**config.mk**
```make
export PLATFORM = sky130hd
export DESIGN_NAME = iacm_front
export DESIGN_NICKNAME = d
export VERILOG_FILES = /design/src/design/iacm_pkg.sv /design/src/design/iacm_front.sv
export SDC_FILE = /design/constraint.sdc
export NUM_CORES = 1
export LEC_CHECK = 0
export ABC_CLOCK_PERIOD_IN_PS = 4700
export BUFFER_PORTS_ARGS = -buffer_cell sky130_fd_sc_hd__buf_2
export CORE_MARGIN = 1.5
export CORE_UTILIZATION = 50
export CTS_BUF_LIST = sky130_fd_sc_hd__clkbuf_16
export DETAILED_ROUTE_END_ITERATION = 6
export PLACE_DENSITY = 0.8
export SYNTH_ARGS = -nofsm -noshare
export SYNTH_HDL_FRONTEND = slang
export SYNTH_SLANG_ARGS = --single-unit
export TNS_END_PERCENT = 10
```
**constraint.sdc**
```tcl
create_clock -name clk -period 4.7 [get_ports clk]
set_input_delay 0.94 -clock clk [delete_from_list [all_inputs] [get_ports clk]]
set_output_delay 0.94 -clock clk [all_outputs]
set_load 0.005 [all_outputs]
```
**src/design/iacm_pkg.sv**
```systemverilog
// iacm_pkg: shared types and constants for the interface atom contact marker.
// Used by iacm_front, iacm_dist, iacm_back and the top level; no dependencies.
`default_nettype none

package iacm_pkg;

  localparam int SLOT_W    = 6;
  localparam int MAX_ATOMS = 1 << SLOT_W;
  localparam int COORD_W   = 25;
  localparam int CHAIN_W   = 8;
  localparam int CUT_W     = 16;
  localparam int LIM_W     = 2 * CUT_W;
  localparam int DIFF_W    = COORD_W + 1;
  localparam int MAG_W     = COORD_W;
  localparam int SQ_W      = 2 * MAG_W;
  localparam int SUM_W     = SQ_W + 2;
  localparam int QDEPTH    = 4;
  localparam int QPTR_W    = $clog2(QDEPTH);
  localparam int NSTAGE    = 5;

  localparam logic [CUT_W-1:0]  CUTOFF_RESET = CUT_W'(6000);
  localparam logic [SLOT_W-1:0] LAST_SLOT    = SLOT_W'(MAX_ATOMS - 1);
  localparam logic [SLOT_W-1:0] PEN_SLOT     = SLOT_W'(MAX_ATOMS - 2);

  typedef struct packed {
    logic signed [COORD_W-1:0] x;
    logic signed [COORD_W-1:0] y;
    logic signed [COORD_W-1:0] z;
    logic [CHAIN_W-1:0]        chain;
  } atom_t;

  localparam int ATOM_W = $bits(atom_t);

  typedef struct packed {
    logic [SLOT_W-1:0] slot;
    atom_t             atom;
    logic              last;
  } item_t;

  // pair tag travelling with a distance evaluation
  typedef struct packed {
    logic              vld;
    logic              ok;
    logic [SLOT_W-1:0] i;
    logic [SLOT_W-1:0] j;
  } pair_tag_t;

  typedef struct packed {
    logic              vld;
    logic              hit;
    logic [SLOT_W-1:0] i;
    logic [SLOT_W-1:0] j;
  } pair_res_t;

  typedef enum logic [3:0] {
    ST_IDLE  = 4'b0001,
    ST_PAIR  = 4'b0010,
    ST_DRAIN = 4'b0100,
    ST_EMIT  = 4'b1000
  } state_t;

endpackage

`default_nettype wire

```
**src/design/iacm_front.sv**
```systemverilog
// iacm_front: accepts input beats, tags them and holds them in a short queue.
// Depends on iacm_pkg.
`default_nettype none

module iacm_front (
  input  wire logic                           clk,
  input  wire logic                           rst_n,
  input  wire logic                           in_valid,
  output logic                                in_ready,
  input  wire logic [iacm_pkg::SLOT_W-1:0]    in_slot,
  input  wire logic signed [iacm_pkg::COORD_W-1:0] in_x_milli,
  input  wire logic signed [iacm_pkg::COORD_W-1:0] in_y_milli,
  input  wire logic signed [iacm_pkg::COORD_W-1:0] in_z_milli,
  input  wire logic [iacm_pkg::CHAIN_W-1:0]   in_chain_id,
  input  wire logic                           in_last,
  output logic                                q_vld,
  input  wire logic                           q_rdy,
  output iacm_pkg::item_t                     q_item
);

  iacm_pkg::item_t                  mem_r [iacm_pkg::QDEPTH];
  logic [iacm_pkg::QPTR_W-1:0]      wr_ptr_r, wr_ptr_nxt;
  logic [iacm_pkg::QPTR_W-1:0]      rd_ptr_r, rd_ptr_nxt;
  logic [iacm_pkg::QPTR_W:0]        cnt_r, cnt_nxt;
  iacm_pkg::item_t                  in_item;
  logic                             push, pop;

  always_comb begin
    in_item.slot       = in_slot;
    in_item.atom.x     = in_x_milli;
    in_item.atom.y     = in_y_milli;
    in_item.atom.z     = in_z_milli;
    in_item.atom.chain = in_chain_id;
    in_item.last       = in_last;
  end

  assign in_ready = (cnt_r != (iacm_pkg::QPTR_W + 1)'(iacm_pkg::QDEPTH));
  assign q_vld    = (cnt_r != '0);
  assign q_item   = mem_r[rd_ptr_r];
  assign push     = in_valid && in_ready;
  assign pop      = q_vld && q_rdy;

  always_comb begin
    wr_ptr_nxt = push ? wr_ptr_r + 1'b1 : wr_ptr_r;
    rd_ptr_nxt = pop ? rd_ptr_r + 1'b1 : rd_ptr_r;
    cnt_nxt    = cnt_r;
    if (push && !pop) begin
      cnt_nxt = cnt_r + 1'b1;
    end else if (pop && !push) begin
      cnt_nxt = cnt_r - 1'b1;
    end
  end

  always_ff @(posedge clk) begin
    if (!rst_n) begin
      wr_ptr_r <= '0;
      rd_ptr_r <= '0;
      cnt_r    <= '0;
    end else begin
      wr_ptr_r <= wr_ptr_nxt;
      rd_ptr_r <= rd_ptr_nxt;
      cnt_r    <= cnt_nxt;
    end
  end

  always_ff @(posedge clk) begin
    if (push) begin
      mem_r[wr_ptr_r] <= in_item;
    end
  end

endmodule

`default_nettype wire

```
==> run_summary.xml, run 1 <==
<?xml version="1.0" encoding="UTF-8"?>
<metrics>
  <group name="outcome">
    <metric name="run_status" unit="">completed</metric>
  </group>
  <group name="global_route">
    <metric name="grtUsageTotal" unit="%">17.5</metric>
    <metric name="grt_antenna_before_repair" unit="">9</metric>
    <metric name="global_route.overflow_total" unit="">0</metric>
    <metric name="number_of_global_route_vias_before_repair" unit="">6425</metric>
    <metric name="grt_first_pass_wirelength" unit="um">36800</metric>
    <metric name="grt_max_degree" unit="">61</metric>
  </group>
  <group name="logic_synthesis">
    <metric name="ys_seq_area_share" unit="%">81.1</metric>
    <metric name="flops_latches_synth" unit="">369</metric>
    <metric name="postSynthCellCount" unit="">518</metric>
    <metric name="synth-edff-count" unit="">360</metric>
    <metric name="asyncSetResetFlopFracSynth" unit="%">0</metric>
    <metric name="yosys_warnings" unit="">0</metric>
    <metric name="avgSynthCellArea" unit="sq um">26.2</metric>
    <metric name="mappedNetlistArea" unit="sq um">13600</metric>
    <metric name="postSynthNetCount" unit="">618</metric>
    <metric name="synth_flop_cell" unit="">sky130_fd_sc_hd__edfxtp_1</metric>
    <metric name="post_synth_num_cell_types" unit="">24</metric>
  </group>
  <group name="power_and_ir_drop">
    <metric name="p_leak" unit="nW">5.38</metric>
    <metric name="vdd.ir_drop.worst" unit="mV">0.389</metric>
    <metric name="gate_power_share" unit="%">20.8</metric>
    <metric name="clockPowerShare" unit="%">31.9</metric>
    <metric name="power.sequential.fraction" unit="%">47.3</metric>
    <metric name="p_int" unit="W">0.00658</metric>
    <metric name="power" unit="W">0.00869</metric>
    <metric name="power.switching_fraction" unit="%">24.4</metric>
    <metric name="p_sw" unit="W">0.00212</metric>
    <metric name="power_per_cell_area" unit="nW/um^2">545</metric>
  </group>
  <group name="timing">
    <metric name="final_min_period_over_clock_period" unit="%">67.6</metric>
    <metric name="min_period" unit="ps">3180</metric>
    <metric name="fmax" unit="MHz">315</metric>
    <metric name="timing.final.max_slew_violations" unit="">0</metric>
    <metric name="fin_hold_ws" unit="ps">506</metric>
    <metric name="timing_worst_slew_pin_value" unit="ps">879</metric>
    <metric name="finalSetupTns" unit="ps">0</metric>
    <metric name="skew" unit="ps">18.2</metric>
    <metric name="max_slew_margin" unit="%">41.4</metric>
    <metric name="rsz0062_at_grt" unit="">false</metric>
    <metric name="setup-violations-final" unit="">0</metric>
    <metric name="report.final.hold_viol_count" unit="">0</metric>
  </group>
  <group name="cells_and_area">
    <metric name="final-instance-count-excl-fill" unit="">1098</metric>
    <metric name="nNetsFinal" unit="">830</metric>
    <metric name="layout-drive-gt1-share" unit="%">44.7</metric>
    <metric name="n_fill_cell" unit="">1851</metric>
    <metric name="utilization" unit="%">59.5</metric>
    <metric name="syn_to_final_growth" unit="%">17.6</metric>
  </group>
  <group name="clocking">
    <metric name="postCtsSetupBuffers" unit="">0</metric>
    <metric name="worst_setup_hold_path_clk_slew" unit="ps">60</metric>
    <metric name="cts_tree" unit="">done</metric>
    <metric name="clockRootBuffer" unit="">sky130_fd_sc_hd__clkbuf_16</metric>
    <metric name="max_clock_buf_depth" unit="">3</metric>
    <metric name="cts_num_sinks" unit="">369</metric>
    <metric name="cts_hold_buf" unit="">0</metric>
    <metric name="clock_latency_of_the_later_clocked_register_in_the_worst_skew_pair" unit="ps">510</metric>
    <metric name="cts_buffers" unit="">37</metric>
    <metric name="post_cts_resize_count" unit="">0</metric>
    <metric name="htree_num_levels" unit="">2</metric>
  </group>
  <group name="critical_path">
    <metric name="cp_data_required_time" unit="ps">3760</metric>
    <metric name="cp_slowest_cell" unit="">sky130_fd_sc_hd__mux4_2</metric>
    <metric name="critical-path-max-stage-delay" unit="ps">610</metric>
    <metric name="critical_path.startpoint_type" unit="">flop</metric>
    <metric name="arrival_worst_endpoint" unit="ps">2240</metric>
    <metric name="timing.critical_path.fanout_max" unit="">36</metric>
    <metric name="timing.critical_path.to_type" unit="">output pin</metric>
    <metric name="timing.critical_path.cells" unit="">buf_4 &gt; mux4_2 &gt; buf_2</metric>
    <metric name="criticalPathCategory" unit="">flop to output pin</metric>
    <metric name="worstPathBufferInverterCount" unit="">2</metric>
    <metric name="path_delay_family" unit="">buffers and inverters</metric>
  </group>
  <group name="floorplanning">
    <metric name="core-area" unit="sq um">26800</metric>
    <metric name="initial_core_util" unit="%">50.6</metric>
    <metric name="chipHeight" unit="um">168</metric>
    <metric name="row_count" unit="">60</metric>
    <metric name="io_pins" unit="">186</metric>
    <metric name="x_dimension_of_the_die" unit="um">168</metric>
    <metric name="die-area" unit="sq um">28100</metric>
  </group>
  <group name="place">
    <metric name="dp.cells" unit="">1032</metric>
    <metric name="io_buffers" unit="">185</metric>
    <metric name="dpl.hpwl" unit="um">14500</metric>
    <metric name="gp_routability_congestion" unit="">0.738</metric>
  </group>
  <group name="detailed_routing">
    <metric name="totalWireLength" unit="um">24300</metric>
    <metric name="route.detailed.drc" unit="">0</metric>
    <metric name="wire_per_inst" unit="um">22.2</metric>
    <metric name="routed-via-count" unit="">6054</metric>
    <metric name="via_per_inst" unit="">5.51</metric>
    <metric name="starting_drc_count_in_detailed_routing" unit="">452</metric>
    <metric name="ant_nets" unit="">0</metric>
    <metric name="drt-pass1-iter-count" unit="">6</metric>
  </group>
  <group name="flow_run">
    <metric name="maxCapViolations" unit="">0</metric>
  </group>
  <group name="min_path">
    <metric name="hp-class" unit="">flop to flop</metric>
  </group>
</metrics>
## tightest hold or removal path: cells and delay by family (launching register included)
family | cells | cell delay [ps]
and+or+nand+nor | 1 | 60
DFF | 1 | 340
muxes | 1 | 60
## synth_stat cells, types with 2 or more instances
library cell | n | area share [%]
sky130_fd_sc_hd__mux2i_1 | 3 | 0.22
sky130_fd_sc_hd__edfxtp_1 | 360 | 80
sky130_fd_sc_hd__or3_1 | 2 | 0.092
sky130_fd_sc_hd__buf_2 | 9 | 0.33
sky130_fd_sc_hd__dfxtp_1 | 9 | 1.3
sky130_fd_sc_hd__nand2_1 | 5 | 0.14
sky130_fd_sc_hd__xnor2_1 | 3 | 0.19
sky130_fd_sc_hd__ha_1 | 5 | 0.46
sky130_fd_sc_hd__inv_1 | 3 | 0.083
sky130_fd_sc_hd__mux4_2 | 90 | 15
sky130_fd_sc_hd__and2_1 | 8 | 0.37
sky130_fd_sc_hd__buf_12 | 9 | 1.3
## state kept, by name (all words and copies together), names as in the netlist, named ones only
name	flops
mem_r	360
rd_ptr_r	2
wr_ptr_r	2
cnt_r	3
## routing by layer
metal / vias to the layer above / global-route usage [%] / part of all wire [%]
met5: - / 0 / 0.30
met2: 193 / 28.9 / 49
li1: 2650 / - / -
met4: 10 / 4.39 / 1.8
met3: 44 / 5.63 / 7.5
met1: 3157 / 22.8 / 41
## logic make-up after synthesis
| family | share of synthesized area [%] |
|---|---|
| compound gates | 0.332 |
| simple gates | 0.674 |
| fa+ha+maj | 0.609 |
| flops | 81.1 |
| buf+inv | 1.88 |
| xor+xnor | 0.258 |
| mux | 15.2 |
## cell usage in the layout, fill, tap and decap left out, drive strengths merged, types with 4 or more instances in the layout
master / count
and2: 8
ha: 5
edfxtp: 360
mux4: 90
nand2: 5
bufinv: 4
dfxtp: 9
clkbuf: 37
buf: 194
clkinv: 7
inv: 18
## area by class of cell
type                    instances  area [sq um]  share of cell area [%]
well taps                     341           427                    2.68
clock inverters                26           215                    1.35
repair buffers                194          1040                    6.54
clock buffers                  37           926                    5.81
flip-flops and latches        369         11000                    69.0
inverters                       3          11.3                  0.0706
multi-input cells             125          2320                    14.6
diodes                          3          7.51                  0.0471
## per-stage QoR
stage                     worst slack (ps)  area (sq um)
after global routing                  1380         15900
final                                 1520         15900
after detailed placement              1680         14800
after global placement                1780         14800
after floorplan                        891         13600
after CTS                             1470         15900
## power groups by stage
stage	logic [W]	registers, W	clock network [W]
6_report	0.00181	0.00411	0.00278
5_1_grt	0.00196	0.00414	0.00295
4_1_cts	0.00186	0.00412	0.00283
3_5_place_dp	0.00185	0.00419	0
3_3_place_gp	0.00183	0.00416	0
2_1_floorplan	0.00129	0.00415	0
## path summary, 6_finish.rpt
path / slack (ps) / cells after the start / end / start
max: 1520 / 3 / q_item[83] / flop
min: 510 / 2 / wr_ptr_r[0]$_SDFFE_PN0P_ / wr_ptr_r[0]$_SDFFE_PN0P_
max reg2reg: 2140 / 4 / mem_r[1][10]$_DFFE_PP_ / cnt_r[0]$_SDFFE_PN0P_
min reg2reg: 510 / 2 / wr_ptr_r[0]$_SDFFE_PN0P_ / wr_ptr_r[0]$_SDFFE_PN0P_
No activity file was read; power rests on OpenSTA's default activity.
==> inputs of run 2 (changes only) <==
Settings changed: ABC_CLOCK_PERIOD_IN_PS 4700 to 3000.
Clock period 4.7 ns to 3 ns, I/O delays scaled along.
==> run 2 against run 1 <==
Compared with the run above: combinational power grew 59%; critical path type unchanged; sequential power grew 56%; clock-buffer cell count is the same; die area is the same; highest routed layer unchanged; final cell count is essentially flat; largest power group unchanged; worst setup slack lost 1300 ps; clock power grew 45%; sequential share of layout area is essentially flat.
==> run_summary.xml, run 2 (synthesized netlist as in run 1, its figures left out) <==
<?xml version="1.0" encoding="UTF-8"?>
<metrics>
  <group name="outcome">
    <metric name="run_status" unit="">completed</metric>
  </group>
  <group name="cells_and_area">
    <metric name="largest_register" unit="">mem_r</metric>
    <metric name="most_frequent_cells_in_the_layout" unit="">sky130_fd_sc_hd__edfxtp_1, sky130_fd_sc_hd__buf_2, sky130_fd_sc_hd__mux4_2</metric>
    <metric name="layout-drive-gt1-share" unit="%">45.0</metric>
    <metric name="nNetsFinal" unit="">835</metric>
    <metric name="syn_to_final_growth" unit="%">17.7</metric>
    <metric name="n_fill_cell" unit="">1862</metric>
    <metric name="layout.cells.most_common" unit="">sky130_fd_sc_hd__edfxtp_1</metric>
    <metric name="reg_top3" unit="">mem_r (360), cnt_r (3)</metric>
    <metric name="final-instance-count-excl-fill" unit="">1099</metric>
    <metric name="number_of_flip_flops_in_the_largest_register" unit="">360</metric>
  </group>
  <group name="critical_path">
    <metric name="cp_data_required_time" unit="ps">2400</metric>
    <metric name="timing.critical_path.fanout_max" unit="">61</metric>
    <metric name="criticalPathCategory" unit="">flop to output pin</metric>
    <metric name="arrival_worst_endpoint" unit="ps">2130</metric>
    <metric name="timing.critical_path.to_type" unit="">output pin</metric>
    <metric name="critical_path.startpoint_type" unit="">flop</metric>
  </group>
  <group name="clocking">
    <metric name="clock_latency_of_the_later_clocked_register_in_the_worst_skew_pair" unit="ps">500</metric>
    <metric name="postCtsSetupBuffers" unit="">0</metric>
    <metric name="clockRootBuffer" unit="">sky130_fd_sc_hd__clkbuf_16</metric>
    <metric name="worst_setup_hold_path_clk_slew" unit="ps">60</metric>
    <metric name="htree_num_levels" unit="">2</metric>
    <metric name="post_cts_resize_count" unit="">0</metric>
    <metric name="cts_num_sinks" unit="">369</metric>
    <metric name="cts_hold_buf" unit="">0</metric>
    <metric name="cts_tree" unit="">done</metric>
    <metric name="cts_buffers" unit="">37</metric>
    <metric name="max_clock_buf_depth" unit="">3</metric>
  </group>
  <group name="floorplanning">
    <metric name="io_pins" unit="">186</metric>
    <metric name="x_dimension_of_the_die" unit="um">168</metric>
    <metric name="die-area" unit="sq um">28100</metric>
    <metric name="core-area" unit="sq um">26800</metric>
    <metric name="row_count" unit="">60</metric>
    <metric name="initial_core_util" unit="%">50.6</metric>
    <metric name="chipHeight" unit="um">168</metric>
  </group>
  <group name="timing">
    <metric name="max_slew_margin" unit="%">60.7</metric>
    <metric name="report.final.hold_viol_count" unit="">0</metric>
    <metric name="final_min_period_over_clock_period" unit="%">91.1</metric>
    <metric name="fin_hold_ws" unit="ps">309</metric>
    <metric name="timing.final.max_slew_violations" unit="">0</metric>
    <metric name="rsz0062_at_grt" unit="">false</metric>
    <metric name="skew" unit="ps">12.6</metric>
    <metric name="timing_worst_slew_pin_value" unit="ps">590</metric>
    <metric name="fmax" unit="MHz">366</metric>
    <metric name="min_period" unit="ps">2730</metric>
    <metric name="setup-violations-final" unit="">0</metric>
  </group>
  <group name="detailed_routing">
    <metric name="totalWireLength" unit="um">23900</metric>
    <metric name="ant_nets" unit="">0</metric>
    <metric name="route.detailed.drc" unit="">0</metric>
    <metric name="wire_per_inst" unit="um">21.8</metric>
    <metric name="via_per_inst" unit="">5.50</metric>
    <metric name="starting_drc_count_in_detailed_routing" unit="">484</metric>
    <metric name="drt-pass1-iter-count" unit="">4</metric>
    <metric name="routed-via-count" unit="">6041</metric>
  </group>
  <group name="global_route">
    <metric name="grt_max_degree" unit="">91</metric>
    <metric name="number_of_global_route_vias_before_repair" unit="">6478</metric>
    <metric name="grt_antenna_before_repair" unit="">4</metric>
    <metric name="grtUsageTotal" unit="%">17.4</metric>
    <metric name="global_route.overflow_total" unit="">0</metric>
    <metric name="grt_first_pass_wirelength" unit="um">36700</metric>
  </group>
  <group name="power_and_ir_drop">
    <metric name="gate_power_share" unit="%">21.6</metric>
    <metric name="p_leak" unit="nW">5.37</metric>
    <metric name="power.switching_fraction" unit="%">24.5</metric>
    <metric name="p_int" unit="W">0.0101</metric>
    <metric name="p_sw" unit="W">0.00326</metric>
    <metric name="power_per_cell_area" unit="nW/um^2">836</metric>
    <metric name="power.sequential.fraction" unit="%">48.1</metric>
    <metric name="clockPowerShare" unit="%">30.3</metric>
    <metric name="power" unit="W">0.0133</metric>
    <metric name="vdd.ir_drop.worst" unit="mV">0.583</metric>
  </group>
  <group name="place">
    <metric name="dp.cells" unit="">1037</metric>
    <metric name="gp_routability_congestion" unit="">0.707</metric>
    <metric name="io_buffers" unit="">185</metric>
    <metric name="dpl.hpwl" unit="um">14100</metric>
  </group>
  <group name="min_path">
    <metric name="hp-class" unit="">input port to flop</metric>
  </group>
  <group name="flow_run">
    <metric name="maxCapViolations" unit="">0</metric>
  </group>
</metrics>
==> run 2: changes by cell type in the layout (fill, tap and decap cells not counted) <==
cell                        delta
sky130_fd_sc_hd__clkinv_1      +3
sky130_fd_sc_hd__inv_6         -2
sky130_fd_sc_hd__clkinv_2      +4
sky130_fd_sc_hd__bufinv_16     -3
sky130_fd_sc_hd__diode_2       -2
sky130_fd_sc_hd__buf_12        +5
sky130_fd_sc_hd__inv_1         -4
==> run 2: final timing paths <==
path / slack (ps) / cells after the start / start / end
worst max-delay path: 270 / 3 / flop / q_item[45]
worst min-delay path: 310 / 1 / in_x_milli[15] / mem_r[1][74]$_DFFE_PP_
worst max register to register: 750 / 9 / cnt_r[0]$_SDFFE_PN0P_ / cnt_r[2]$_SDFFE_PN0P_
worst min register to register: 510 / 2 / wr_ptr_r[1]$_SDFFE_PN0P_ / wr_ptr_r[1]$_SDFFE_PN0P_
==> run 2: metal layers <==
| metal | global-route usage [%] | share of wire, % |
|---|---|---|
| met5 | 0 | 0.15 |
| met4 | 4.70 | 1.9 |
| met3 | 4.73 | 6.4 |
| met2 | 29.3 | 51 |
| met1 | 22.6 | 41 |
==> run 2: cell type report <==
cell class | count | area (sq um) | area share [%]
multi-input combinational | 125 | 2320 | 14.5
clock buffer | 37 | 926 | 5.80
clock inverter | 24 | 124 | 0.776
timing repair buffer | 199 | 1140 | 7.17
sequential | 369 | 11000 | 68.9
tap | 341 | 427 | 2.67
antenna | 1 | 2.50 | 0.0157
inverter | 3 | 11.3 | 0.0706
==> run 2: power by group through the flow <==
stage / registers (W) / logic [W] / clock network (W)
2_1_floorplan: 0.00649 / 0.00202 / 0
3_3_place_gp: 0.00649 / 0.00292 / 0
3_5_place_dp: 0.00652 / 0.00294 / 0
4_1_cts: 0.00642 / 0.00296 / 0.00414
5_1_grt: 0.00645 / 0.00313 / 0.00432
6_report: 0.00641 / 0.00288 / 0.00404
==> run 2: per-stage QoR <==
stage	setup WS [ps]	utilization [%]	area, sq um	TNS (ps)
finish	267	59.5	16000	0
global route	171	59.5	16000	0
CTS	251	59.5	16000	0
detailed placement	652	55.6	14900	0
global placement	727	55.6	14900	0
floorplan	-468	-	13600	-126470
==> run 2: worst max-delay path, stage by stage (launching register included) <==
cell                      delay, ps
sky130_fd_sc_hd__dfxtp_4        370
sky130_fd_sc_hd__buf_12         390
sky130_fd_sc_hd__mux4_2         620
sky130_fd_sc_hd__buf_2          150
==> inputs of run 3 (changes only) <==
Settings changed: ABC_CLOCK_PERIOD_IN_PS 3000 to 3100.
Clock period 3 ns to 3.1 ns, I/O delays scaled along.
==> run 3 against run 2 <==
Compared with the run above: final cell count grew 1.0%; core utilization grew 0.77 points; register-to-register slack lost 20 ps; design area grew 1.3%; first-iteration DRC count shrank 28%; clock skew grew 4.7 ps; die area is the same; wire length shrank 1.2%; sequential power shrank 2%; critical endpoint is now q_item[21]; highest routed layer unchanged.
==> run_summary.xml, run 3 (synthesized netlist as in run 1, its figures left out) <==
<?xml version="1.0" encoding="UTF-8"?>
<metrics>
  <group name="clocking">
    <metric name="clockRootBuffer" unit="">sky130_fd_sc_hd__clkbuf_16</metric>
    <metric name="postCtsSetupBuffers" unit="">0</metric>
    <metric name="cts_tree" unit="">done</metric>
    <metric name="max_clock_buf_depth" unit="">3</metric>
    <metric name="cts_buffers" unit="">38</metric>
    <metric name="cts_hold_buf" unit="">0</metric>
    <metric name="post_cts_resize_count" unit="">0</metric>
    <metric name="htree_num_levels" unit="">2</metric>
    <metric name="worst_setup_hold_path_clk_slew" unit="ps">60</metric>
    <metric name="cts_num_sinks" unit="">369</metric>
    <metric name="clock_latency_of_the_later_clocked_register_in_the_worst_skew_pair" unit="ps">510</metric>
  </group>
  <group name="power_and_ir_drop">
    <metric name="power_per_cell_area" unit="nW/um^2">824</metric>
    <metric name="vdd.ir_drop.worst" unit="mV">0.633</metric>
    <metric name="p_leak" unit="nW">5.45</metric>
  </group>
  <group name="place">
    <metric name="dpl.hpwl" unit="um">14500</metric>
    <metric name="gp_routability_congestion" unit="">0.679</metric>
    <metric name="io_buffers" unit="">185</metric>
    <metric name="placement.setup.worst_slack" unit="ps">681</metric>
    <metric name="dp.cells" unit="">1043</metric>
  </group>
  <group name="timing">
    <metric name="timing_worst_slew_pin_value" unit="ps">546</metric>
    <metric name="report.final.hold_viol_count" unit="">0</metric>
    <metric name="final_min_period_over_clock_period" unit="%">91.4</metric>
    <metric name="skew" unit="ps">17.3</metric>
    <metric name="fin_hold_ws" unit="ps">323</metric>
    <metric name="min_period" unit="ps">2830</metric>
    <metric name="setup-violations-final" unit="">0</metric>
    <metric name="fin_ws" unit="ps">267</metric>
    <metric name="max_slew_margin" unit="%">63.6</metric>
    <metric name="rsz0062_at_grt" unit="">false</metric>
    <metric name="finalSetupTns" unit="ps">0</metric>
    <metric name="timing.final.max_slew_violations" unit="">0</metric>
    <metric name="fmax" unit="MHz">353</metric>
  </group>
  <group name="detailed_routing">
    <metric name="wire_per_inst" unit="um">21.3</metric>
    <metric name="ant_nets" unit="">0</metric>
    <metric name="totalWireLength" unit="um">23600</metric>
    <metric name="drt-pass1-iter-count" unit="">4</metric>
    <metric name="routed-via-count" unit="">5997</metric>
    <metric name="via_per_inst" unit="">5.40</metric>
    <metric name="route.detailed.drc" unit="">0</metric>
    <metric name="starting_drc_count_in_detailed_routing" unit="">347</metric>
  </group>
  <group name="cells_and_area">
    <metric name="layout.cells.most_common" unit="">sky130_fd_sc_hd__edfxtp_1</metric>
    <metric name="most_frequent_cells_in_the_layout" unit="">sky130_fd_sc_hd__edfxtp_1, sky130_fd_sc_hd__buf_2, sky130_fd_sc_hd__mux4_2</metric>
    <metric name="layout-drive-gt1-share" unit="%">46.4</metric>
    <metric name="multiInputGateArea" unit="sq um">2320</metric>
    <metric name="largest_register" unit="">mem_r</metric>
    <metric name="number_of_flip_flops_in_the_largest_register" unit="">360</metric>
    <metric name="syn_to_final_growth" unit="%">19.2</metric>
    <metric name="final-instance-count-excl-fill" unit="">1110</metric>
    <metric name="reg_top3" unit="">mem_r (360), cnt_r (3)</metric>
    <metric name="n_fill_cell" unit="">1845</metric>
    <metric name="seqCellArea" unit="sq um">11000</metric>
    <metric name="nNetsFinal" unit="">842</metric>
  </group>
  <group name="critical_path">
    <metric name="timing.critical_path.to_type" unit="">output pin</metric>
    <metric name="timing.critical_path.fanout_max" unit="">35</metric>
    <metric name="critical-path-max-stage-delay" unit="ps">600</metric>
    <metric name="cp_data_required_time" unit="ps">2480</metric>
    <metric name="criticalPathCategory" unit="">flop to output pin</metric>
    <metric name="r2r_start" unit="">cnt_r[1]$_SDFFE_PN0P_</metric>
    <metric name="path_delay_family" unit="">multiplexers</metric>
    <metric name="worstPathBufferInverterCount" unit="">2</metric>
    <metric name="arrival_worst_endpoint" unit="ps">2210</metric>
    <metric name="critical_path.startpoint_type" unit="">flop</metric>
    <metric name="timing.critical_path.cells" unit="">buf_12 &gt; mux4_2 &gt; buf_2</metric>
    <metric name="cp_slowest_cell" unit="">sky130_fd_sc_hd__mux4_2</metric>
  </group>
  <group name="min_path">
    <metric name="hp-class" unit="">input port to flop</metric>
    <metric name="hold_start" unit="">in_slot[1]</metric>
  </group>
  <group name="floorplanning">
    <metric name="io_pins" unit="">186</metric>
    <metric name="initial_core_util" unit="%">50.6</metric>
    <metric name="chipHeight" unit="um">168</metric>
    <metric name="core-area" unit="sq um">26800</metric>
    <metric name="x_dimension_of_the_die" unit="um">168</metric>
    <metric name="die-area" unit="sq um">28100</metric>
    <metric name="row_count" unit="">60</metric>
  </group>
  <group name="flow_run">
    <metric name="maxCapViolations" unit="">0</metric>
  </group>
  <group name="global_route">
    <metric name="grt_first_pass_wirelength" unit="um">36300</metric>
    <metric name="global_route.overflow_total" unit="">0</metric>
    <metric name="grtUsageTotal" unit="%">17.1</metric>
    <metric name="number_of_global_route_vias_before_repair" unit="">6457</metric>
    <metric name="grt_max_degree" unit="">53</metric>
    <metric name="grt_antenna_before_repair" unit="">7</metric>
  </group>
  <group name="outcome">
    <metric name="run_status" unit="">completed</metric>
  </group>
</metrics>
## run 3: changes by cell type in the layout (fill, tap and decap cells not counted)
cell,delta
sky130_fd_sc_hd__buf_12,+2
sky130_fd_sc_hd__inv_1,-5
sky130_fd_sc_hd__bufinv_16,+2
sky130_fd_sc_hd__clkinvlp_4,+1
sky130_fd_sc_hd__clkinv_1,+1
sky130_fd_sc_hd__inv_8,+1
sky130_fd_sc_hd__clkbuf_16,+2
sky130_fd_sc_hd__buf_4,+4
sky130_fd_sc_hd__clkinv_4,+1
sky130_fd_sc_hd__clkinv_2,+1
sky130_fd_sc_hd__inv_6,+1
## run 3: through the flow
stage | instance area (sq um) | utilization, % | power, W
after floorplan | 13600 | - | 0.00824
after global placement | 15000 | 55.9 | 0.00913
after detailed placement | 15000 | 55.9 | 0.00920
after CTS | 16200 | 60.3 | 0.0135
after global routing | 16200 | 60.3 | 0.0139
final | 16200 | 60.3 | 0.0133
## run 3: worst paths after layout
check	end	slack, ps	cells after the start
setup reg to reg	cnt_r[2]$_SDFFE_PN0P_	730	8
hold reg to reg	wr_ptr_r[0]$_SDFFE_PN0P_	520	2
setup / recovery	q_item[21]	270	3
hold / removal	mem_r[0][85]$_DFFE_PP_	320	1
## run 3: routing by layer
metal / GRT usage, % / vias to the layer above / routed length [um]
li1: - / 2681 / -
met1: 21.3 / 3092 / 9800
met2: 29.2 / 164 / 11900
met3: 5.03 / 50 / 1370
met4: 4.62 / 10 / 471
met5: 0 / - / 67
## run 3: power breakdown
group	switching [W]	internal (W)
Clock	0.00175	0.00253
Combinational	0.00127	0.00149
Sequential	0.000210	0.00606
Total	0.00323	0.0101
## run 3: final cells by class
type / instances / area share [%]
antenna: 1 / 0.0155
clock buffer: 39 / 6.04
clock inverter: 27 / 1.30
inverter: 3 / 0.0697
multi-input combinational: 125 / 14.4
sequential: 369 / 68.1
tap: 341 / 2.64
timing repair buffer: 205 / 7.51
## run 3: worst register-to-register path: cells and delay by family (launching register included)
family	cells	cell delay, ps
adders and majority gates	2	640
and+or+nand+nor	2	440
xor gates and xnor gates	1	170
buffers and inverters	1	60
DFF	1	460
AOI/OAI and AO/OA	2	530
